## config.mk

```make
export PLATFORM = sky130hd
export DESIGN_NAME = sam_ctrl
export DESIGN_NICKNAME = d
export VERILOG_FILES = /design/src/hdl/sam_pkg.sv /design/src/hdl/sam_ctrl.sv
export SDC_FILE = /design/constraint.sdc
export NUM_CORES = 1
export LEC_CHECK = 0
export CAP_MARGIN = 30
export CORE_MARGIN = 8
export CORE_UTILIZATION = 35
export DETAILED_ROUTE_END_ITERATION = 12
export DONT_BUFFER_PORTS = 1
export PLACE_DENSITY = 0.5
export SYNTH_ARGS = -nofsm -noshare
export SYNTH_HDL_FRONTEND = slang
export SYNTH_SLANG_ARGS = --single-unit
```

## constraint.sdc

```tcl
create_clock -name clk -period 3.1 [get_ports clk]
set_input_delay 0.62 -clock clk [delete_from_list [all_inputs] [get_ports clk]]
set_output_delay 0.62 -clock clk [all_outputs]
set_load 0.02 [all_outputs]
```

## src/hdl/sam_pkg.sv

```systemverilog
package sam_pkg;

  localparam int DEF_MAX_TEXT  = 1024;
  localparam int DEF_MAX_NODES = 2048;
  localparam int DEF_ALPHABET  = 26;

  localparam int SYM_W = 5;
  localparam int LEN_W = 11;
  localparam int CNT_W = 20;

  localparam logic [LEN_W-1:0] LEN_MAX = '1;
  localparam logic [CNT_W-1:0] CNT_MAX = '1;

  localparam logic OP_APPEND = 1'b0;
  localparam logic OP_MATCH  = 1'b1;

  typedef enum logic [4:0] {
    CMD_NONE,
    CMD_LOAD,
    CMD_ROOT_CLR,
    CMD_REFUSE,
    CMD_APP_INIT,
    CMD_CLR,
    CMD_SETU,
    CMD_WRD,
    CMD_WEV,
    CMD_CKRD,
    CMD_CKEV,
    CMD_COPY,
    CMD_RRD,
    CMD_REV,
    CMD_LNKQ,
    CMD_LNKU,
    CMD_FIN,
    CMD_M_INIT,
    CMD_MRD,
    CMD_MEV
  } cmd_t;

  typedef struct packed {
    logic op;
    logic sym_ok;
    logic cap_full;
    logic k_last;
    logic k_end;
    logic hit;
    logic p_root;
    logic solid;
    logic same;
  } sam_stat_t;

endpackage

```

## src/hdl/sam_ctrl.sv

```systemverilog
module sam_ctrl
  import sam_pkg::*;
(
  input  logic      clk,
  input  logic      rst,
  input  logic      start,
  input  sam_stat_t stat,
  output logic      busy,
  output logic      done,
  output cmd_t      cmd
);

  typedef enum logic [4:0] {
    S_RCLR, S_IDLE, S_DISP, S_CLR, S_SETU, S_WRD, S_WEV, S_CKRD, S_CKEV,
    S_COPY, S_RRD, S_REV, S_LNKQ, S_LNKU, S_FIN, S_MRD, S_MEV
  } state_t;

  state_t state, state_next;
  logic   fin;

  always_comb begin
    state_next = state;
    cmd        = CMD_NONE;
    fin        = 1'b0;
    case (state)
      S_RCLR: begin
        cmd = CMD_ROOT_CLR;
        if (stat.k_last) state_next = S_IDLE;
      end
      S_IDLE: begin
        if (start) begin
          cmd        = CMD_LOAD;
          state_next = S_DISP;
        end
      end
      S_DISP: begin
        if (stat.op == OP_APPEND) begin
          if (!stat.sym_ok) begin
            fin = 1'b1;
          end else if (stat.cap_full) begin
            cmd = CMD_REFUSE;
            fin = 1'b1;
          end else begin
            cmd        = CMD_APP_INIT;
            state_next = S_CLR;
          end
        end else begin
          cmd = CMD_M_INIT;
          if (!stat.sym_ok) fin = 1'b1;
          else state_next = S_MRD;
        end
      end
      S_CLR: begin
        cmd = CMD_CLR;
        if (stat.k_last) state_next = S_SETU;
      end
      S_SETU: begin
        cmd        = CMD_SETU;
        state_next = S_WRD;
      end
      S_WRD: begin
        cmd        = CMD_WRD;
        state_next = S_WEV;
      end
      S_WEV: begin
        cmd = CMD_WEV;
        if (stat.hit) state_next = S_CKRD;
        else if (stat.p_root) state_next = S_FIN;
        else state_next = S_WRD;
      end
      S_CKRD: begin
        cmd        = CMD_CKRD;
        state_next = S_CKEV;
      end
      S_CKEV: begin
        cmd        = CMD_CKEV;
        state_next = stat.solid ? S_FIN : S_COPY;
      end
      S_COPY: begin
        cmd = CMD_COPY;
        if (stat.k_end) state_next = S_RRD;
      end
      S_RRD: begin
        cmd        = CMD_RRD;
        state_next = S_REV;
      end
      S_REV: begin
        cmd = CMD_REV;
        if (!stat.same || stat.p_root) state_next = S_LNKQ;
        else state_next = S_RRD;
      end
      S_LNKQ: begin
        cmd        = CMD_LNKQ;
        state_next = S_LNKU;
      end
      S_LNKU: begin
        cmd        = CMD_LNKU;
        state_next = S_FIN;
      end
      S_FIN: begin
        cmd = CMD_FIN;
        fin = 1'b1;
      end
      S_MRD: begin
        cmd        = CMD_MRD;
        state_next = S_MEV;
      end
      S_MEV: begin
        cmd = CMD_MEV;
        if (stat.hit || stat.p_root) fin = 1'b1;
        else state_next = S_MRD;
      end
      default: state_next = S_IDLE;
    endcase
    if (fin) state_next = S_IDLE;
  end

  always_ff @(posedge clk) begin
    if (rst) begin
      state <= S_RCLR;
      done  <= 1'b0;
    end else begin
      state <= state_next;
      done  <= fin;
    end
  end

  assign busy = (state != S_IDLE);

endmodule

```

* Word level (Yosys, flattened, before mapping)
Index checks and enable logic that the tools add are counted.
Cells by class: add/sub/neg operators 0, multipliers 0, div/mod/pow operators 0, $lt $le $gt $ge 0, equal/unequal tests 32, shifts and indexed selects 0, muxes and demuxes 26, bitwise operators 1, reduce and logical (&&, ||, !) cells 7
Operator list (count):
- $pmux W5 S17 | 2
- $mux W5 | 10
- $eq A5 B4 Y1 const B | 8
- $ne A3 B3 Y1 const B | 7
- $eq A5 B3 Y1 const B | 4
- $reduce_and A8 Y1 | 2
- $ne A2 B2 Y1 const B | 7
- $mux W3 | 4
- $eq A5 B2 Y1 const B | 2
- $mux W4 | 2
- $mux W1 | 7
- $eq A5 B1 Y1 const B | 1
- $eq A5 B5 Y1 const B | 1
- $logic_not A5 Y1 | 1
- $ne A5 B1 Y1 const B | 1
- $ne A4 B4 Y1 const B | 1
- $pmux W1 S3 | 1
- $logic_or A1 B1 Y1 | 2
- $reduce_or A2 Y1 | 1
- $logic_not A1 Y1 | 1
- $not A1 Y1 | 1
Storage, ports and cells: bits in registers 6, latch bits 0, bits in writable memories 0, memory bits (read-only) 0, input bits 12, output and inout port bits 7, word-level logic and storage cells 69, memories kept 0

* Longest topological paths before layout
Gate-level depths: netlist (run 1).
word-level depth 6, mapped depth 6, depth with buffers taken out 4

* Worst setup path before layout (run 1)
No wires, ideal clock.
kind flip-flop to output port, start point reg state[3], end point out cmd[2], data arrival time 1.487 ns, required time 2.480 ns, setup slack 0.993 ns, stages on the path, launching flop included 6, buffers on the path 1, cell sequence dfxtp_1 buf_6 nor2_1 and4_1 nand2_1 o32ai_1
Between the ends: longest elaborated chain between the ends 2, elaborated cells on any way between the ends 18, those cells by class 16 x eq/ne; 1 x mux; 1 x reduce/logical
Ends and longest elaborated chain:
- start: declaration | RTL line sam_ctrl.sv:18 | state_t state, state_next;
- start signal: assignment | RTL line sam_ctrl.sv:123 | state <= state_next;
- $eq A5 B5 Y1, or another cell as far along | RTL line sam_ctrl.sv:25 | case (state)
- $pmux W5 S17 * | RTL line sam_ctrl.sv:25
- end: declaration | RTL line sam_ctrl.sv:10 | output cmd_t cmd
Mark *: on every way between the ends. The rest lies on a longest branch, timed or not.

* Worst setup path in the final report (run 1)
start point reg state[3], end point out cmd[0]
Same word-level chain as after synthesis.

==> results of run 1 <==
==> per-stage QoR <==
step	utilization	power, uW	cell area, um^2
after CTS	0.374	592	719
final	0.374	589	719
after global routing	0.374	636	719
after global placement	0.363	509	697
after floorplan	-	462	701
after detailed placement	0.363	506	697
==> cells in the mapped netlist (all sizes together), types with 3 or more instances <==
cell type  n
nand2b     4
buf        6
nand2      5
nor2       6
nor2b      3
dfxtp      6
inv        4
o21ai      8
o2111ai    3
==> final timing paths <==
| check | start | endpoint | slack [ns] |
|---|---|---|---|
| worst max-delay path | state[3] | cmd[0] | 0.53 |
| worst min-delay path | rst | done | 0.43 |
| worst max register to register | state[3] | state[2] | 1.16 |
| worst min register to register | state[4] | state[2] | 0.73 |
==> critical path, cell delays in order, from the launching register on <==
cell and delay [ns]:
sky130_fd_sc_hd__dfxtp_1 0.70, sky130_fd_sc_hd__inv_2 0.18, sky130_fd_sc_hd__or4_4 0.58, sky130_fd_sc_hd__nand3_1 0.23
==> cell usage in the layout, fill, tap and decap left out, types with 2 or more instances in the layout <==
master / instances
sky130_fd_sc_hd__nor2_1: 5
sky130_fd_sc_hd__nand2b_1: 4
sky130_fd_sc_hd__o22ai_1: 2
sky130_fd_sc_hd__and3b_1: 2
sky130_fd_sc_hd__dfxtp_1: 6
sky130_fd_sc_hd__a21oi_1: 2
sky130_fd_sc_hd__inv_1: 2
sky130_fd_sc_hd__a21o_1: 2
sky130_fd_sc_hd__or4_4: 2
sky130_fd_sc_hd__clkbuf_4: 3
sky130_fd_sc_hd__xnor2_1: 2
sky130_fd_sc_hd__nand2_1: 5
sky130_fd_sc_hd__nor2b_1: 3
sky130_fd_sc_hd__buf_4: 2
sky130_fd_sc_hd__a31oi_1: 2
sky130_fd_sc_hd__nand3_1: 2
sky130_fd_sc_hd__o21ai_0: 8
sky130_fd_sc_hd__nor3_1: 2
sky130_fd_sc_hd__o2111ai_1: 3
==> routing by layer <==
layer	part of all wire	vias to the layer above	GRT usage
met1	0.43	335	0.144
li1	-	341	-
met4	0.019	0	0.0399
met2	0.46	32	0.178
met5	0	-	0
met3	0.088	4	0.0636
==> area by class of cell <==
cell class / count / area share
multi-input cells: 70 / 0.710
flip-flops and latches: 6 / 0.167
well taps: 27 / 0.0470
clock buffers: 3 / 0.0313
inverters: 4 / 0.0243
repair buffers: 2 / 0.0209
==> registers in the layout (all words and copies together) (netlist names) <==
signal	count
done	1
state	5
==> cells by family after synthesis <==
family / after synthesis
XOR/XNOR: 2
AO/OA/AOI/OAI: 33
flip-flops: 6
multiplexers: 2
buffers and inverters: 12
AND/OR/NAND/NOR: 33
==> report_power, final <==
| part | internal [uW] | switching [uW] |
|---|---|---|
| Clock | 44.4 | 36.7 |
| Sequential | 94.9 | 78.3 |
| Combinational | 142 | 193 |
| Total | 281 | 308 |
==> results.md, run 1 <==
- The required time of the critical path is 2.48 ns.
- The number of cells on the worst reg-to-reg path is 4.
- The number of gates resized after CTS is 0.
- The worst hold slack after final layout is 0.427 ns.
- The CTS tree is built.
- By area the synthesized netlist is led by sky130_fd_sc_hd__dfxtp_1 (17%), sky130_fd_sc_hd__o21ai_0 (5.7%), sky130_fd_sc_hd__o2111ai_1 (3.8%), sky130_fd_sc_hd__nand2b_1 (3.6%), sky130_fd_sc_hd__nor4bb_4 (3.6%).
- After floorplanning, the core was sized to cover 0.00192 mm^2.
- Synthesis produced a netlist with a net count of 100.
- The total global-route track usage is 0.120.
- Across the run, the number of max-cap violations was 0.
- Dividing the detail-routed wire length by the instance count gives 18.4 um.
- Counting tap cells, the placed design contains a total of 109 instances.
- In the routed layout, each cell is associated on average with a via count of 6.36.
- The count of final hold-check violations is 0.
- The number of global-route vias before repair came to 695.
- For this run, the register share of the synthesized area comes to 0.171.
- The number of post-CTS setup repair buffers is 0.
- The number of enable-type register cells in the synthesized netlist is 0.
- The fill cell instance count of the final layout is approximately 220.
- The number of antenna violations at the first check in global routing is 0.
- The initial cell density of the core is 0.365.
- At the end of routability-driven placement, the weighted congestion stood at between 0.8 and 0.9.
- The via count is 712.
- The total negative slack for setup checks is 0 ns.
- The fraction of the mapped netlist area in compound gates is 0.363.
- The total leakage power is ~0.00024 uW.
- The post-layout minimum cycle time is ~2.6 ns.
- The worst slew margin relative to its limit is 0.537.
- The post-route antenna net violation count is 0.
- The detailed router finished its first iteration with 19 violations.
- Entering global routing, the biggest net connects 23 pins.
- The worst setup skew after layout is about 0.0044 ns.
- The arrival time of data at the critical path endpoint is 1.95 ns.
- Of the total synthesized cell area, the portion taken by XOR and XNOR cells is 0.0250.
- The slew at the pin closest to its max-slew limit is 0.688 ns.
- The proportion of netlist area held by the largest area contributor is 0.171.
- The number of hold buffers added after CTS was 0.
- The start-to-end type of the worst setup path is reg -> out.
- The final layout contains a little under 100 nets.
- The synthesized area per cell is 7.96 um^2.
- The number of distinct library cells after synthesis is between 40 and 50.
- The count of buffers inserted at the top-level ports is 0.
- The arithmetic-cell share of the synthesized area counting full adders, half adders and majority gates is 0.
- The worst hold path belongs to the class in -> reg.
- Setup repair after global routing left no endpoint under its margin.
- The post-layout instance count excluding filler cells is 112.
- The multi-input combinational cell area is around 510 um^2.
- In the routed design, unresolved DRC markers number 0.
- The clock latency on the worst-skew pair is 0.26 ns.
- For this design the ratio of total power to cell area is around 820 mW/mm^2.
- The synthesized netlist occupies a cell area of 701 um^2.
- The maximum clock frequency is 390 MHz.
- The portion of synthesized area spent on multiplexers is 0.0304.
- The largest family of logic cells by synthesized area is compound AO/OA/AOI/OAI gates.
- The first-pass GRT wire length is 3310 um.
- The synthesized netlist cell count is between 80 and 90.
- The number of buffers created by CTS is 3.
- In the final layout, the share of cells above drive strength 1 is 0.200.
- The kind of capture point of the worst setup path is a primary output.
- After legalization and detailed placement, the total HPWL measured 1490 um.
- The total length of routed wires is 2070 um.
- From left edge to right edge, the die measures 60.7 um.
- The maximum vdd drop is roughly 0.32 mV.
- The hold path depth is 1.
- The number of warning messages in the yosys log is 0.
- The startpoint type of the worst setup path is a flip-flop.
- The buffer type at the clock tree root is sky130_fd_sc_hd__clkbuf_4.
- The most used flip-flop cell after synthesis is sky130_fd_sc_hd__dfxtp_1.
- The run finished with clean final reports.
- Across all setup checks in the final design, the least slack found is 0.533 ns.
- The portion of the clock cycle consumed by the worst path in the final layout is 0.828.
- Before CTS, the worst setup slack after placement is 0.820 ns.
- The vertical die dimension is 60.7 um.
- In this run the number of H-tree levels came out at 1.
- The clock passes through at most 2 buffers.
- The number of sinks handled by clock tree synthesis is 6.
- The aggregate global routing overflow is 0.
- The share of async-settable or async-resettable flops after synthesis is 0.
- The library cell with the largest summed area after synthesis is sky130_fd_sc_hd__dfxtp_1.
- In the final layout, flip-flops and latches occupy 120 um^2.
- The number of top-level pins is 19.
- In this run the worst path has a maximum fanout of 18.
- The clock transition time at the flip-flop clock pins of the worst setup and hold paths is 0.06 ns.
- Of the total synthesized cell area, the portion taken by AND, OR, NAND and NOR gates is 0.311.
- The number of diodes added for antenna fixing is 0.
- The die area is about 0.0037 mm^2.
- The detailed-routing iteration count for the pre-antenna-repair pass is 4.
- Row generation in the floorplan step produced 16 rows.
- The number of max-slew violations in the final report came to 0.
- The relative area change from synthesis to final layout is 2.68%.
- Setup violations remaining at the end of the flow were counted as 0.
- The post-synthesis sequential element count is 6.
Power figures use the tool's default switching activity.
==> inputs of run 2 (changes only) <==
ABC_AREA = 1   (was not set)
clock period = 2.62 ns   (was 3.1 ns; I/O delays follow)
==> run 2 against run 1 <==
Against the previous run:
- cell count grew 50%
- hold slack got worse by 0.075 ns
- power rose by 35%
- worst setup slack worse by 0.18 ns
- first-iteration DRC count is 37% higher
- flip-flop and latch count is the same
- core utilization is 0.45 points higher
- die area grew 5.8%
==> results.md, run 2 <==
- Max-cap violations in this run came to 0.
- The first TritonRoute pass finished after 4 iterations.
- The number of nets in the synthesized netlist is 150.
- Synthesis instantiated 21 different standard cells from the library.
- The arrival time of data at the critical path endpoint is 1.74 ns.
- For this design the ratio of total power to cell area is 987 mW/mm^2.
- The kind of capture point of the worst setup path is a primary output.
- The maximum fanout along the worst path is 8.
- The first-pass GRT wire length is roughly 4200 um.
- The final routed DRC violation total is 0.
- In this run the cell area measured after placement is 783 um^2.
- The worst setup path is launched from a flip-flop.
- The via count is 914.
- The clock transition time at the flip-flop clock pins of the worst setup and hold paths is roughly 0.040 ns.
- The register ranked first by flip-flop count is state.
- After synthesis, the cell types taking the most area are sky130_fd_sc_hd__nand2_1 (21%), sky130_fd_sc_hd__dfxtp_1 (16%), sky130_fd_sc_hd__nand3_1 (9.3%), sky130_fd_sc_hd__inv_1 (7.9%), sky130_fd_sc_hd__a21oi_1 (7.3%).
- The total overflow left after global routing is 0.
- The register area share after synthesis is 0.159.
- The critical path ends at cmd[1].
- Tracing the worst setup path back leads to its startpoint at state[3].
- The endpoint identified for the worst register-to-register timing path is state[2].
- The worst-case reg-to-reg path depth is 7.
- The post-synthesis sequential element count is 6.
- The start-to-end type of the worst setup path is reg -> out.
- Once layout is done, the placed cells without fillers occupy 806 um^2.
- The library cell used most frequently in the layout, excluding fill and tap cells, is sky130_fd_sc_hd__nand2_1.
- Headroom to the max-slew limit came out at 0.663.
- The number of gates resized after CTS is 0.
- Adding up every negative setup slack in the final design gives 0 ns.
- The congestion estimate from routability-driven global placement came to 0.975.
- The count of routing violations after the opening detailed-route iteration is 26.
- The number of max-slew violations in the final report is 0.
- In this run the tool buffered the top-level ports with 0 buffer cells.
- The tightest hold path in the finished design has a slack of 0.352 ns.
- The row count is 17.
- The largest net degree at the start of global routing is 13.
- At the placement stage, the worst setup path has a slack of 0.590 ns.
- The number of flip-flops under the largest register name is 5.
- The critical register-to-register path startpoint is state[1].
- The number of global-route vias before repair was 899.
- The number of top-level pins is 19.
- The slew at the pin closest to its max-slew limit is 0.505 ns.
- Once detailed placement completed, the half-perimeter wirelength came to just over 2000 um.
- The number of sinks handled by clock tree synthesis is 6.
- The total placed cells including tap cells is 165.
- The routed design has around 2400 um of wire.
- The number of warning messages in the yosys log is 0.
- The maximum vdd drop is between 0.5 and 0.6 mV.
- For this run, the number of standard cells in the final layout without fillers is ~170.
- The most numerous cell in the Yosys netlist is sky130_fd_sc_hd__nand2_1.
- The routed via count divided by cell count is 5.44.
- The die covers 0.00390 mm^2.
- The minimum setup slack among reg-to-reg paths is 0.99 ns.
- The required time of the critical path is roughly 2.1 ns.
- The count of final hold-check violations is 0.
- The share of async-settable or async-resettable flops after synthesis is 0.
- The post-layout minimum cycle time is 2.26 ns.
- Once routing completed, OpenROAD measured the worst setup slack at 0.357 ns.
- The total global-route track usage is 0.130.
- For this run, the top clock speed supported by timing is 442 MHz.
- For this run, the post-layout net count is 154.
- The clock latency on the worst-skew pair is 0.24 ns.
- The worst setup skew after layout is 0.00196 ns.
- The worst-case clock buffer depth is 2.
- The floorplan step set the die height to 62.5 um.
- The largest registers in the layout are state: 5 flops, done: 1 flops.
- The synthesized design spends more area on one cell type than any other, namely sky130_fd_sc_hd__nand2_1.
- The fraction of layout cells with a size suffix above 1 is 0.150.
- The count of endpoints failing setup in the final report is 0.
- The top cell types in the final layout, fill and taps aside, are sky130_fd_sc_hd__nand2_1 (42), sky130_fd_sc_hd__inv_1 (16), sky130_fd_sc_hd__nor2_1 (14), sky130_fd_sc_hd__nand3_1 (14), sky130_fd_sc_hd__a21oi_1 (11).
- Setup repair after global routing left no endpoint under its margin.
- The portion of the clock cycle consumed by the worst path in the final layout is 0.864.
- The initial cell density of the core is 0.355.
- The number of antenna violations at the first check in global routing was 0.
- The synthesized netlist cell count is around 140.
- The most used flip-flop cell after synthesis is sky130_fd_sc_hd__dfxtp_1.
- The min-delay analysis places its worst path in the category in -> reg.
- The tree is rooted in a sky130_fd_sc_hd__clkbuf_4.
- The floorplan step defined a core boundary enclosing 0.00213 mm^2.
- TritonCTS built the clock tree.
- The width of the chip is 62.5 um.
- The flow ran to the end, and the final reports show no timing, DRC or antenna violations.
- The relative area change from synthesis to final layout is 6.62%.
- The post-route antenna net violation count is 0.
- The average wire per standard cell is 14.5 um.
- The synthesized area per cell is 5.48 um^2.
- The analysis attributes to cell leakage a power of approximately 0.00043 uW.
- The synthesized design contains 0 enable-type register cells.
- Counting instances in the post-synthesis netlist gives the leading cell types as sky130_fd_sc_hd__nand2_1 (42), sky130_fd_sc_hd__inv_1 (16), sky130_fd_sc_hd__nand3_1 (14), sky130_fd_sc_hd__nor2_1 (14), sky130_fd_sc_hd__a21oi_1 (11).
- The cell area that synthesis handed to floorplanning was 756 um^2.
- Clock tree synthesis inserted a total of 3 buffers.
- The fill cell instance count of the final layout is 267.
- The number of diodes added for antenna fixing is 0.
- Along the worst hold path, the cell count comes to 1.
- Buffers added to address setup during post-CTS repair amount to 0.
- The cts-stage hold buffer count is 0.
- The number of levels the H-tree was split into is 1.
- Of the post-synthesis cell area, the dominant cell type holds 0.209.
-- run 2: cell count changes after synthesis, moves of 4 or more --
cell / previous run / this run
sky130_fd_sc_hd__nand4_1: 1 / 6
sky130_fd_sc_hd__inv_1: 2 / 16
sky130_fd_sc_hd__o21ai_0: 8 / 0
sky130_fd_sc_hd__a21oi_1: 2 / 11
sky130_fd_sc_hd__nand2_2: 0 / 6
sky130_fd_sc_hd__nand3_1: 2 / 14
sky130_fd_sc_hd__nand2b_1: 4 / 0
sky130_fd_sc_hd__nor2_1: 5 / 14
sky130_fd_sc_hd__nand2_1: 5 / 42
-- run 2: layer usage --
layer | vias to the layer above | wire, um | track usage
met5 | - | 0 | 0
met4 | 0 | 83 | 0.0940
met3 | 8 | 268 | 0.0358
met2 | 46 | 1140 | 0.210
met1 | 402 | 947 | 0.144
li1 | 458 | - | -
-- run 2: per-stage QoR --
stage | utilization | power (uW)
after detailed placement | 0.368 | 713
after global placement | 0.368 | 720
after floorplan | - | 606
final | 0.379 | 795
after CTS | 0.379 | 801
after global routing | 0.379 | 877
-- run 2: cell families after synthesis --
family	count (synthesis)	synth area share
compound gates	17	0.132
buf+inv	21	0.113
simple gates	94	0.596
flops	6	0.159
-- run 2: worst min path at each step --
| stage | slack [ns] | end | start |
|---|---|---|---|
| floorplan | 0.50 | state[0] | state[0] |
| global placement | 0.54 | state[0] | state[0] |
| detailed placement | 0.55 | state[0] | state[0] |
| CTS | 0.34 | state[0] | rst |
| global route | 0.34 | state[0] | rst |
| finish | 0.35 | state[0] | rst |
-- run 2: power breakdown --
group,switching [uW],internal [uW],total [uW]
combinational,392,158,550
clock,30.2,51.6,81.8
sequential,49.1,114,163
-- run 2: area by class of cell --
cell class | count | area, um^2 | area share
multi-input cells | 111 | 551 | 0.683
inverters | 20 | 77.6 | 0.0963
flip-flops and latches | 6 | 120 | 0.149
well taps | 28 | 35.0 | 0.0435
clock buffers | 3 | 22.5 | 0.0280
-- run 2: critical path: stages (launching register included) --
cell	delay [ns]
sky130_fd_sc_hd__dfxtp_1	0.36
sky130_fd_sc_hd__nor2_2	0.29
sky130_fd_sc_hd__inv_2	0.12
sky130_fd_sc_hd__nor2_4	0.16
sky130_fd_sc_hd__nand3_1	0.11
sky130_fd_sc_hd__o2111ai_1	0.46
